--- src/rtl/assert_macros.svh ---
`ifndef ASSERT_MACROS_SVH
`define ASSERT_MACROS_SVH

// Clocked assertion with an active-low reset that disables it.
`define ASSERT_PROP(lbl, clk, rstn, prop, msg) \
    lbl: assert property (@(posedge clk) disable iff (!rstn) prop) else $error(msg);

// Same-cycle implication.
`define ASSERT_IMPL(lbl, clk, rstn, ante, cons, msg) \
    `ASSERT_PROP(lbl, clk, rstn, (ante) |-> (cons), msg)

// Next-cycle implication.
`define ASSERT_NEXT(lbl, clk, rstn, ante, cons, msg) \
    `ASSERT_PROP(lbl, clk, rstn, (ante) |=> (cons), msg)

`endif

--- src/rtl/mm64a_pkg.sv ---
`timescale 1ns / 1ps

package mm64a_pkg;

    localparam logic [63:0] MUL_M      = 64'hc6a4a7935bd1e995;
    localparam logic [31:0] MUL_M_LO   = MUL_M[31:0];
    localparam logic [31:0] MUL_M_HI   = MUL_M[63:32];
    localparam int unsigned SHIFT_R    = 47;
    localparam logic [3:0]  FULL_COUNT = 4'd8;

    // How the back end has to treat one word.
    typedef enum logic [1:0] {
        KIND_NONE = 2'b00,
        KIND_TAIL = 2'b01,
        KIND_FULL = 2'b10
    } word_kind_t;

    // One classified item as it travels through the queue.
    typedef struct packed {
        logic [63:0] word;
        word_kind_t  kind;
        logic [31:0] total;
        logic        last;
    } op_t;

    function automatic logic [63:0] xorshift(input logic [63:0] v);
        return v ^ (v >> SHIFT_R);
    endfunction

endpackage

--- src/rtl/murmur64a_string_hash.sv ---
`timescale 1ns / 1ps
// A last word with eight bytes passes the K1, K2, H and FIN multiply steps before its hash
// shows, with INIT ahead of them for a string's first word; a last tail word passes H and
// FIN, an empty one FIN only. The single multiply-by-M unit sets the rate: no new word leaves
// the queue until the current one is done, and FIN waits while the output is still full.
// Reset: synchronous active-low aresetn empties the queue, drops any pending result and
// clears the running hash so the next item starts a new string.

module murmur64a_string_hash #(
    parameter int QUEUE_DEPTH = 2
) (
    input  logic        aclk,
    input  logic        aresetn,
    input  logic        s_valid,
    output logic        s_ready,
    input  logic [63:0] s_data_word,
    input  logic [3:0]  s_byte_count,
    input  logic [31:0] s_total_length,
    input  logic        s_last_word,
    output logic        m_valid,
    input  logic        m_ready,
    output logic [63:0] m_hash_value
);
    import mm64a_pkg::*;

    // The front end masks each incoming item to its valid bytes and tags it as a full
    // word, a tail or an empty word; the item then waits in a short queue so the input
    // side keeps accepting while the hash core is busy with the previous one.
    op_t  push_op;
    op_t  head_op;
    logic push;
    logic pop;
    logic queue_full;
    logic queue_empty;

    mm64a_front u_front (
        .s_valid        (s_valid),
        .s_ready        (s_ready),
        .s_data_word    (s_data_word),
        .s_byte_count   (s_byte_count),
        .s_total_length (s_total_length),
        .s_last_word    (s_last_word),
        .queue_full     (queue_full),
        .push           (push),
        .push_op        (push_op)
    );

    mm64a_fifo #(
        .DEPTH (QUEUE_DEPTH)
    ) u_fifo (
        .aclk    (aclk),
        .aresetn (aresetn),
        .push    (push),
        .push_op (push_op),
        .full    (queue_full),
        .pop     (pop),
        .head_op (head_op),
        .empty   (queue_empty)
    );

    // The core runs the mix and finalization steps through one shared multiplier and
    // holds the finished hash in an output register, so a waiting result does not
    // stop the core from taking the next item of a new string.
    mm64a_core u_core (
        .aclk         (aclk),
        .aresetn      (aresetn),
        .head_op      (head_op),
        .queue_empty  (queue_empty),
        .pop          (pop),
        .m_valid      (m_valid),
        .m_ready      (m_ready),
        .m_hash_value (m_hash_value)
    );

endmodule

--- src/rtl/mm64a_front.sv ---
`timescale 1ns / 1ps

module mm64a_front (
    input  logic             s_valid,
    output logic             s_ready,
    input  logic [63:0]      s_data_word,
    input  logic [3:0]       s_byte_count,
    input  logic [31:0]      s_total_length,
    input  logic             s_last_word,
    input  logic             queue_full,
    output logic             push,
    output mm64a_pkg::op_t   push_op
);
    import mm64a_pkg::*;

    logic [3:0]  count_clamped;
    logic [63:0] word_masked;

    assign s_ready = !queue_full;
    assign push    = s_valid && !queue_full;

    // Counts above eight act as a full word; bytes beyond the count are dropped.
    always_comb begin
        count_clamped = (s_byte_count > FULL_COUNT) ? FULL_COUNT : s_byte_count;
        for (int i = 0; i < 8; i++) begin
            word_masked[8*i +: 8] = (4'(i) < count_clamped) ? s_data_word[8*i +: 8] : 8'h00;
        end
    end

    always_comb begin
        push_op.word  = word_masked;
        push_op.total = s_total_length;
        push_op.last  = s_last_word;
        if (count_clamped == FULL_COUNT) begin
            push_op.kind = KIND_FULL;
        end else if (count_clamped == 4'd0) begin
            push_op.kind = KIND_NONE;
        end else begin
            push_op.kind = KIND_TAIL;
        end
    end

endmodule

--- src/rtl/mm64a_fifo.sv ---
`timescale 1ns / 1ps

module mm64a_fifo #(
    parameter int DEPTH = 2
) (
    input  logic             aclk,
    input  logic             aresetn,
    input  logic             push,
    input  mm64a_pkg::op_t   push_op,
    output logic             full,
    input  logic             pop,
    output mm64a_pkg::op_t   head_op,
    output logic             empty
);
    import mm64a_pkg::*;

    localparam int PTR_W = (DEPTH > 1) ? $clog2(DEPTH) : 1;
    localparam int CNT_W = $clog2(DEPTH + 1);

    op_t              entry_reg [DEPTH];
    logic [PTR_W-1:0] wr_ptr_reg, wr_ptr_next;
    logic [PTR_W-1:0] rd_ptr_reg, rd_ptr_next;
    logic [CNT_W-1:0] count_reg,  count_next;

    assign full    = (count_reg == CNT_W'(DEPTH));
    assign empty   = (count_reg == '0);
    assign head_op = entry_reg[rd_ptr_reg];

    always_comb begin
        wr_ptr_next = wr_ptr_reg;
        rd_ptr_next = rd_ptr_reg;
        count_next  = count_reg;
        if (push) begin
            wr_ptr_next = (wr_ptr_reg == PTR_W'(DEPTH - 1)) ? '0 : wr_ptr_reg + 1'b1;
        end
        if (pop) begin
            rd_ptr_next = (rd_ptr_reg == PTR_W'(DEPTH - 1)) ? '0 : rd_ptr_reg + 1'b1;
        end
        if (push && !pop) begin
            count_next = count_reg + 1'b1;
        end else if (pop && !push) begin
            count_next = count_reg - 1'b1;
        end
    end

    always_ff @(posedge aclk) begin
        if (!aresetn) begin
            wr_ptr_reg <= '0;
            rd_ptr_reg <= '0;
            count_reg  <= '0;
        end else begin
            wr_ptr_reg <= wr_ptr_next;
            rd_ptr_reg <= rd_ptr_next;
            count_reg  <= count_next;
        end
    end

    always_ff @(posedge aclk) begin
        if (push) begin
            entry_reg[wr_ptr_reg] <= push_op;
        end
    end

endmodule

--- src/rtl/mm64a_core.sv ---
`timescale 1ns / 1ps
`include "assert_macros.svh"

module mm64a_core (
    input  logic             aclk,
    input  logic             aresetn,
    input  mm64a_pkg::op_t   head_op,
    input  logic             queue_empty,
    output logic             pop,
    output logic             m_valid,
    input  logic             m_ready,
    output logic [63:0]      m_hash_value
);
    import mm64a_pkg::*;

    // Each multiply by M has a P state (partial products) and an S state (sum).
    typedef enum logic [10:0] {
        ST_IDLE   = 11'b000_0000_0001,
        ST_INIT_P = 11'b000_0000_0010,
        ST_INIT_S = 11'b000_0000_0100,
        ST_K1_P   = 11'b000_0000_1000,
        ST_K1_S   = 11'b000_0001_0000,
        ST_K2_P   = 11'b000_0010_0000,
        ST_K2_S   = 11'b000_0100_0000,
        ST_H_P    = 11'b000_1000_0000,
        ST_H_S    = 11'b001_0000_0000,
        ST_FIN_P  = 11'b010_0000_0000,
        ST_FIN_S  = 11'b100_0000_0000
    } core_state_t;

    core_state_t state_reg, state_next;
    op_t         op_reg, op_next;
    logic [63:0] h_reg, h_next;
    logic        in_string_reg, in_string_next;
    logic [63:0] mul_a_reg, mul_a_next;
    logic [63:0] pp_ll_reg, pp_ll_next;
    logic [31:0] pp_cross_reg, pp_cross_next;
    logic        m_valid_reg, m_valid_next;
    logic [63:0] m_hash_reg, m_hash_next;

    logic [63:0] prod;
    op_t         d_op;
    logic [63:0] d_h;
    core_state_t dsp_state;
    logic [63:0] dsp_mul_a;
    logic        dsp_store;

    // Low 64 bits of mul_a * M from three 32-bit partial products.
    assign pp_ll_next    = mul_a_reg[31:0] * MUL_M_LO;
    assign pp_cross_next = mul_a_reg[31:0] * MUL_M_HI + mul_a_reg[63:32] * MUL_M_LO;
    assign prod          = pp_ll_reg + {pp_cross_reg, 32'h0};

    assign m_valid      = m_valid_reg;
    assign m_hash_value = m_hash_reg;

    // Picks the work for an item once its starting hash is known.
    always_comb begin
        d_op      = (state_reg == ST_IDLE) ? head_op : op_reg;
        d_h       = (state_reg == ST_INIT_S) ? prod : h_reg;
        dsp_store = 1'b0;
        case (d_op.kind)
            KIND_FULL: begin
                dsp_state = ST_K1_P;
                dsp_mul_a = d_op.word;
            end
            KIND_TAIL: begin
                dsp_state = ST_H_P;
                dsp_mul_a = d_h ^ d_op.word;
            end
            default: begin
                dsp_mul_a = xorshift(d_h);
                if (d_op.last) begin
                    dsp_state = ST_FIN_P;
                end else begin
                    dsp_state = ST_IDLE;
                    dsp_store = 1'b1;
                end
            end
        endcase
    end

    always_comb begin
        state_next     = state_reg;
        op_next        = op_reg;
        h_next         = h_reg;
        in_string_next = in_string_reg;
        mul_a_next     = mul_a_reg;
        m_valid_next   = m_valid_reg && !m_ready;
        m_hash_next    = m_hash_reg;
        pop            = 1'b0;
        case (state_reg)
            ST_IDLE: begin
                if (!queue_empty) begin
                    pop     = 1'b1;
                    op_next = head_op;
                    if (!in_string_reg) begin
                        mul_a_next = {32'h0, head_op.total};
                        state_next = ST_INIT_P;
                    end else begin
                        mul_a_next = dsp_mul_a;
                        state_next = dsp_state;
                        if (dsp_store) begin
                            in_string_next = 1'b1;
                        end
                    end
                end
            end
            ST_INIT_P: begin
                state_next = ST_INIT_S;
            end
            ST_INIT_S: begin
                h_next     = prod;
                mul_a_next = dsp_mul_a;
                state_next = dsp_state;
                if (dsp_store) begin
                    in_string_next = 1'b1;
                end
            end
            ST_K1_P: begin
                state_next = ST_K1_S;
            end
            ST_K1_S: begin
                mul_a_next = xorshift(prod);
                state_next = ST_K2_P;
            end
            ST_K2_P: begin
                state_next = ST_K2_S;
            end
            ST_K2_S: begin
                mul_a_next = h_reg ^ prod;
                state_next = ST_H_P;
            end
            ST_H_P: begin
                state_next = ST_H_S;
            end
            ST_H_S: begin
                if (op_reg.last) begin
                    mul_a_next = xorshift(prod);
                    state_next = ST_FIN_P;
                end else begin
                    h_next         = prod;
                    in_string_next = 1'b1;
                    state_next     = ST_IDLE;
                end
            end
            ST_FIN_P: begin
                state_next = ST_FIN_S;
            end
            ST_FIN_S: begin
                // Wait here until the output register is free.
                if (!m_valid_reg || m_ready) begin
                    m_valid_next   = 1'b1;
                    m_hash_next    = xorshift(prod);
                    h_next         = '0;
                    in_string_next = 1'b0;
                    state_next     = ST_IDLE;
                end
            end
            default: begin
                state_next = ST_IDLE;
            end
        endcase
    end

    always_ff @(posedge aclk) begin
        if (!aresetn) begin
            state_reg     <= ST_IDLE;
            h_reg         <= '0;
            in_string_reg <= 1'b0;
            m_valid_reg   <= 1'b0;
        end else begin
            state_reg     <= state_next;
            h_reg         <= h_next;
            in_string_reg <= in_string_next;
            m_valid_reg   <= m_valid_next;
        end
    end

    always_ff @(posedge aclk) begin
        op_reg       <= op_next;
        mul_a_reg    <= mul_a_next;
        pp_ll_reg    <= pp_ll_next;
        pp_cross_reg <= pp_cross_next;
        m_hash_reg   <= m_hash_next;
    end

    `ASSERT_IMPL(a_idle_hash_zero, aclk, aresetn, (state_reg == ST_IDLE) && !in_string_reg, h_reg == 64'h0, "hash not cleared between strings")
    `ASSERT_IMPL(a_result_from_fin, aclk, aresetn, $rose(m_valid_reg), $past(state_reg == ST_FIN_S), "result raised outside finalization")
    `ASSERT_NEXT(a_fin_holds, aclk, aresetn, (state_reg == ST_FIN_S) && m_valid_reg && !m_ready, state_reg == ST_FIN_S, "finalization left while output busy")

endmodule
--- config.mk ---
export PLATFORM = sky130hd
export DESIGN_NAME = murmur64a_string_hash
export DESIGN_NICKNAME = d
export VERILOG_FILES = /design/src/rtl/mm64a_pkg.sv /design/src/rtl/murmur64a_string_hash.sv /design/src/rtl/mm64a_front.sv /design/src/rtl/mm64a_fifo.sv /design/src/rtl/mm64a_core.sv
export VERILOG_INCLUDE_DIRS = /design/src /design/src/rtl
export SDC_FILE = /design/constraint.sdc
export NUM_CORES = 2
export LEC_CHECK = 0
export BUFFER_PORTS_ARGS = -buffer_cell sky130_fd_sc_hd__buf_2
export CAP_MARGIN = 20
export CORE_MARGIN = 2
export CORE_UTILIZATION = 45
export CTS_CLUSTER_DIAMETER = 50
export CTS_CLUSTER_SIZE = 16
export DETAILED_ROUTE_END_ITERATION = 7
export GPL_ROUTABILITY_DRIVEN = 0
export HOLD_SLACK_MARGIN = 0.02
export SYNTH_ARGS = -nofsm -noshare
export SYNTH_HDL_FRONTEND = slang
export SYNTH_SLANG_ARGS = --single-unit
--- constraint.sdc ---
create_clock -name aclk -period 8.25 [get_ports aclk]
set_input_delay 2.475 -clock aclk [delete_from_list [all_inputs] [get_ports aclk]]
set_output_delay 2.475 -clock aclk [all_outputs]
set_load 0.01 [all_outputs]
Word level (Yosys, flattened, before mapping)
Memories as Yosys holds them, arrays and structs flattened. A register that Yosys moved wholly into a read port is not among the register bits. Index checks and enable logic that the tools add are counted.

Register bits: 403. Bits in writable memories: 198. Input port bits: 105. Word-level logic and storage cells: 130. Memories kept: 1.

Memories: u_fifo.entry_reg (words 2, width 99, rd ports 1, clocked after Yosys merged registers in 1, wr ports 1, RTL line mm64a_fifo.sv:20) `op_t entry_reg [DEPTH];`.

Add/subtract/negate cells: 6. $mul: 3. Order comparisons: 9. Equality and inequality tests: 20. Mux-type cells: 48. Bitwise operators: 5. Reductions and logical operators: 23.

Operators by type and width (count): 64-bit two-way mux (6); 64-bit one-hot mux with 5 select lines (1); 64-bit one-hot mux with 3 select lines (1); 64-bit one-hot mux with 2 select lines (1); 64-bit by 17-bit bitwise XOR with 64-bit output (2); 64-bit bitwise XOR (2); 11-bit one-hot mux with 11 select lines (1); 99-bit two-way mux (1); 63-bit by 64-bit adder with 64-bit output (1); 32-bit by 31-bit multiplier with 32-bit output (second input constant) (2); 8-bit two-way mux (8); 32-bit by 31-bit multiplier with 63-bit output (second input constant) (1); 11-bit two-way mux (3); 32-bit adder (1); 11-bit one-hot mux with 2 select lines (1); 10-bit two-way mux (2); 1-bit two-way mux (18); 3-bit by 4-bit < comparator with 1-bit output (first input constant) (4); 11-bit by 1-bit equality test with 1-bit output (second input constant) (1); 11-bit by 10-bit equality test with 1-bit output (second input constant) (1); 11-bit equality test (second input constant) (1); 11-bit by 2-bit equality test with 1-bit output (second input constant) (1); 11-bit by 3-bit equality test with 1-bit output (second input constant) (1); 11-bit by 4-bit equality test with 1-bit output (second input constant) (1); other kinds (33) (52).

Logic depth before layout (Yosys ltp)
Word-level depth: 7. Depth in mapped cells: 28. Mapped depth without buffers: 28.

By module
A second synthesis with hierarchy kept.

Cell total of the unflattened synthesis: 5466. Area, all modules: 60469.2 um^2.

Modules (own cells, without submodules): mm64a_core (instances 1, cells an instance 5023, area an instance 52306.4 um^2, seq. area each 9298.9 um^2); mm64a_fifo (instances 1, cells an instance 330, area an instance 7388.3 um^2, seq. area each 6045.8 um^2); mm64a_front (instances 1, cells an instance 113, area an instance 774.5 um^2, seq. area each 0.0 um^2).

Least setup slack after synthesis
No wires, ideal clock.

Path kind: input to register. Start: input port s_valid. End: memory u_fifo.entry_reg[0][0] (netlist bit) (enable). Arrival: 6.696 ns. Data required time: 7.691 ns. Setup slack: 0.995 ns. Stages on the path: 2. Path through: nand2_1 -> nor2_1.

Cells in the longest elaborated chain, start to end: 3.

RTL lines: start: declaration (RTL line murmur64a_string_hash.sv:14) `input logic s_valid,`; 1-bit logical AND (RTL line mm64a_front.sv:20) `assign push = s_valid && !queue_full;`; 1-bit two-way mux (RTL line mm64a_fifo.sv:59) `if (push) begin`; 1-bit two-way mux (implied by the code) (RTL line mm64a_fifo.sv:60) `entry_reg[wr_ptr_reg] <= push_op;`; end: declaration (RTL line mm64a_fifo.sv:20).

No other way between the ends.

Worst setup path after layout
Start: register u_core.mul_a_reg[16]. End: register u_core.pp_ll_reg[59].

Cells in the longest elaborated chain, start to end: 1.

RTL lines: start: declaration (RTL line mm64a_core.sv:35) `logic [63:0] mul_a_reg, mul_a_next;`; start signal: assignment (RTL line mm64a_core.sv:181) `mul_a_reg <= mul_a_next;`; 32-bit by 31-bit multiplier with 63-bit output (RTL line mm64a_core.sv:49) `assign pp_ll_next = mul_a_reg[31:0] * MUL_M_LO;`; net u_core.pp_ll_next[59] (RTL line mm64a_core.sv:36) `logic [63:0] pp_ll_reg, pp_ll_next;`; end signal: assignment (RTL line mm64a_core.sv:182) `pp_ll_reg <= pp_ll_next;`; end: declaration (RTL line mm64a_core.sv:36).

The timed path passes the listed nets, and every way through them passes these cells. A chain may end at the register's enable or synchronous reset.

==> metrics list <==
- Horizontal die dimension: 369 um
- In this run the worst setup path terminates at u_core.pp_ll_reg[59]$_DFF_P_.
- Endpoint of the worst-slack reg-to-reg timing path: u_core.pp_ll_reg[59]$_DFF_P_
- In this run the post-CTS setup repair buffer count came out at 0.
- In this run, CTS created clock tree buffers numbering 70.
- The cell area that synthesis handed to floorplanning was 0.0600 mm^2.
* Most common flop cell mapped by yosys: sky130_fd_sc_hd__edfxtp_1
- The first routing iteration left 3,538 violations.
- Dividing the final minimum period by the clock period gives 0.946.
- Largest cells by area after synthesis: sky130_fd_sc_hd__fa_1, sky130_fd_sc_hd__edfxtp_1, sky130_fd_sc_hd__ha_1
- For this run, global-route usage on met2 was measured as 0.429.
- The initial antenna violation count came to 8.
* Clock skew after layout: 0.0344 ns
- The run finished with clean final reports.
* Placeable core region: 0.132 mm^2
- Yosys mapped the design onto 89 distinct sky130hd cell types.
* Data required time of the critical path: 8.79 ns
- The total overflow left after global routing is 0.
- Largest net degree at the start of global routing: 86
- Synth Instances: 5,404
* WP buf/inv: 6
* Crit. Startpoint: u_core.mul_a_reg[16]$_DFFE_PP_
- Relative to the synthesized area, the layout overhead comes to 9.55%.
* Count of flip-flops with a built-in enable after synthesis: 393
- Vias post-DR: 40,700
- Most utilized layer in the global route result: met2
- Dominant delay contributor by cell family on the critical path: adder cells
- Buffer type at the clock tree root: sky130_fd_sc_hd__clkbuf_16
* Number of top-level design ports: 171
* GR Layer Usage met3: 0.0514
* DR DRC count: 0
* Max Freq: 128 MHz
- Final layout net count: 7,341
* Starting density of the core: 0.455
- Number of gates resized after CTS: 0
- The initialized floorplan defines 133 standard-cell rows.
- After detailed routing, the number of vias per cell comes to 5.49.
- Final antenna-violating net count: 0
- For this run, global-route usage on met1 was measured as 0.378.
- Across the run, the number of max-cap violations was 0.
- Path type of the worst min-delay path: reg2reg
- Origin of the critical flop-to-flop path: u_core.mul_a_reg[16]$_DFFE_PP_
* Commonest non-fill, non-tap cells in the layout: sky130_fd_sc_hd__inv_1, sky130_fd_sc_hd__fa_1, sky130_fd_sc_hd__ha_1, sky130_fd_sc_hd__edfxtp_1, sky130_fd_sc_hd__a21oi_1
- Input and output buffers added on the ports amount to 170.
- Counting flops and latches in the post-synthesis netlist gives 570.
- Worst setup slack before clock tree synthesis: 0.544 ns
* Height of the die: 369 um
- Final Hold Fails: 0
* Net count of the mapped netlist: 7,141
* Transition time at the pin with the least slew margin: 1.32 ns
* Maximum level of the CTS H-tree: 3
- Clock insertion delay at the later pin of the skew report: 0.67 ns
- For this run, the slowest stage of the critical path takes 0.75 ns.
- Arrival time reported for the critical path endpoint: 8.34 ns
* First-pass iteration count of the detailed router: 6
- Cell type with the highest occurrence count on the critical path: sky130_fd_sc_hd__fa_1
- Hpwl dp: 152 mm
- Of the post-synthesis cell area, the dominant cell type holds 0.273.
* Startpoint type of the worst setup path: flip-flop
- Summed over all instances, the cell type with the most area after synthesis is sky130_fd_sc_hd__fa_1.
- Critical path's slowest cell: sky130_fd_sc_hd__edfxtp_1
- Counting buffers and inverters, the worst setup path is 25 cells deep.
* Commonest non-fill, non-tap cell in the layout: sky130_fd_sc_hd__inv_1
- Final setup margin: 0.446 ns
* Clock period minus final worst setup slack: 7.80 ns
* Setup repair after global routing missed its margin: false
* CTS Buffer Depth: 3
- Share of final-layout standard cells stronger than drive strength 1: 0.0882
* Highest fanout seen on the critical path: 10
- The number of cells on the worst reg-to-reg path is 25.
- Setup violations remaining at the end of the flow were counted as 0.
* Max Transition Viols Final: 0
- Slack of the worst reg-to-reg path: 0.45 ns
- Sequential-to-total area share from yosys stat: 0.256
- The register with the most flip-flops in the layout has 198 of them.
- Wires add up to 184 mm.
* Number of sinks driven by the clock tree: 570
- Async set-reset flop share out of synthesis: 0
- Setup total negative slack on the finished layout was measured at 0 ns.
* Relative slew slack: 0.113
- The worst setup path is captured at a flip-flop.
- Number of global-route vias before repair: 41,900
- Total Die Area: 0.136 mm^2
* Combined global-route utilization of all metal layers: 0.274
- Post-DR wirelength/cell: 24.9 um
- CTS tree: built
- For this run, the number of Yosys warnings is 0.
* Avg Synthesized Cell Area: 11.1 um^2
- Path type of the worst setup path: reg2reg
- First-pass GRT wire length: 272 mm
- Hold repair after CTS inserted 0 buffers.
- After clock tree synthesis, the clock-pin slew on the worst setup and hold paths is 0.07 ns.
-- stage by stage --
stage | std cells | util | instance area, um^2 | hold WS [ns]
after global placement | 7283 | 0.480 | 63300 | 0.510
after detailed placement | 7286 | 0.480 | 63300 | 0.519
final | 7416 | 0.498 | 65700 | 0.531
after CTS | 7413 | 0.498 | 65700 | 0.522
after global routing | 7414 | 0.498 | 65700 | 0.567
after floorplan | 5404 | - | 60000 | 0.473
-- metal layers --
| layer | vias up | part of all wire | routed length, um |
|---|---|---|---|
| met5 | - | 0.00026 | 48 |
| met4 | 6 | 0.041 | 7580 |
| met3 | 317 | 0.085 | 15700 |
| met2 | 1703 | 0.45 | 83600 |
| met1 | 20400 | 0.42 | 77500 |
| li1 | 18300 | - | - |
-- cell type report --
cell class,instances,area [um^2]
Tap cell,1755,2200
Multi-Input combinational cell,3465,39600
Inverter,1235,4640
Timing Repair Buffer,262,1570
Fill cell,11800,66200
Clock buffer,78,1810
Clock inverter,49,564
Sequential cell,570,15300
Antenna cell,2,5.00
-- logic make-up after synthesis --
family / after synthesis / synth area share
flip-flops: 570 / 0.256
AO/OA/AOI/OAI: 785 / 0.0893
multiplexers: 215 / 0.0376
buffers and inverters: 1369 / 0.0863
adder cells (fa/ha/maj): 1632 / 0.443
XOR/XNOR: 261 / 0.0387
AND/OR/NAND/NOR: 572 / 0.0499
-- cell usage after synthesis, types with 7 or more instances --
cell                        number
sky130_fd_sc_hd__mux2_2         74
sky130_fd_sc_hd__nor2_1        113
sky130_fd_sc_hd__buf_2          21
sky130_fd_sc_hd__xor2_1         97
sky130_fd_sc_hd__a221oi_1       15
sky130_fd_sc_hd__a21oi_1       210
sky130_fd_sc_hd__a211oi_1        9
sky130_fd_sc_hd__nand3_1        26
sky130_fd_sc_hd__a21o_1         70
sky130_fd_sc_hd__fa_1          817
sky130_fd_sc_hd__and2_1         30
sky130_fd_sc_hd__o32a_1          7
sky130_fd_sc_hd__and3_1         14
sky130_fd_sc_hd__edfxtp_1      393
sky130_fd_sc_hd__buf_1           8
sky130_fd_sc_hd__nor4_1         13
sky130_fd_sc_hd__mux2i_1       140
sky130_fd_sc_hd__a221o_1        15
sky130_fd_sc_hd__o21bai_1       19
sky130_fd_sc_hd__o211ai_1       36
sky130_fd_sc_hd__a2bb2oi_1       8
sky130_fd_sc_hd__o21a_1         25
sky130_fd_sc_hd__o22ai_1        23
sky130_fd_sc_hd__dfxtp_1       177
sky130_fd_sc_hd__o221ai_1       30
sky130_fd_sc_hd__nand2b_1       14
sky130_fd_sc_hd__inv_1        1234
sky130_fd_sc_hd__a31oi_1        22
sky130_fd_sc_hd__nand2_1       131
sky130_fd_sc_hd__a22oi_1        83
sky130_fd_sc_hd__o31ai_1        15
sky130_fd_sc_hd__nor3b_1        19
sky130_fd_sc_hd__nor3_1         25
sky130_fd_sc_hd__xnor2_1       161
sky130_fd_sc_hd__nand4_1        17
sky130_fd_sc_hd__o32ai_1        25
sky130_fd_sc_hd__clkbuf_1      102
sky130_fd_sc_hd__ha_1          815
sky130_fd_sc_hd__nor2b_1       133
sky130_fd_sc_hd__o21ai_0       107
-- worst min-delay path by stage --
stage                     slack, ns                        startpoint  cells after the start                                end
final                          0.53  u_core.state_reg[3]$_SDFFE_PN0P_                      2   u_core.state_reg[4]$_SDFFE_PN0P_
after global routing           0.57      u_core.pp_ll_reg[22]$_DFF_P_                      0  u_core.m_hash_value[22]$_DFFE_PP_
after CTS                      0.52  u_core.state_reg[3]$_SDFFE_PN0P_                      2   u_core.state_reg[4]$_SDFFE_PN0P_
after detailed placement       0.52  u_core.state_reg[3]$_SDFFE_PN0P_                      2   u_core.state_reg[4]$_SDFFE_PN0P_
after global placement         0.51  u_core.state_reg[3]$_SDFFE_PN0P_                      2   u_core.state_reg[4]$_SDFFE_PN0P_
after floorplan                0.47  u_core.state_reg[3]$_SDFFE_PN0P_                      2   u_core.state_reg[4]$_SDFFE_PN0P_
-- tightest hold or removal path, delay by kind of cell (launching register included) --
kind	cells	cell delay, ns
flops	1	0.37
simple gates	2	0.12
Power is not shown: default switching activity piles up to over one toggle a cycle in this logic, so the estimate is an artifact.
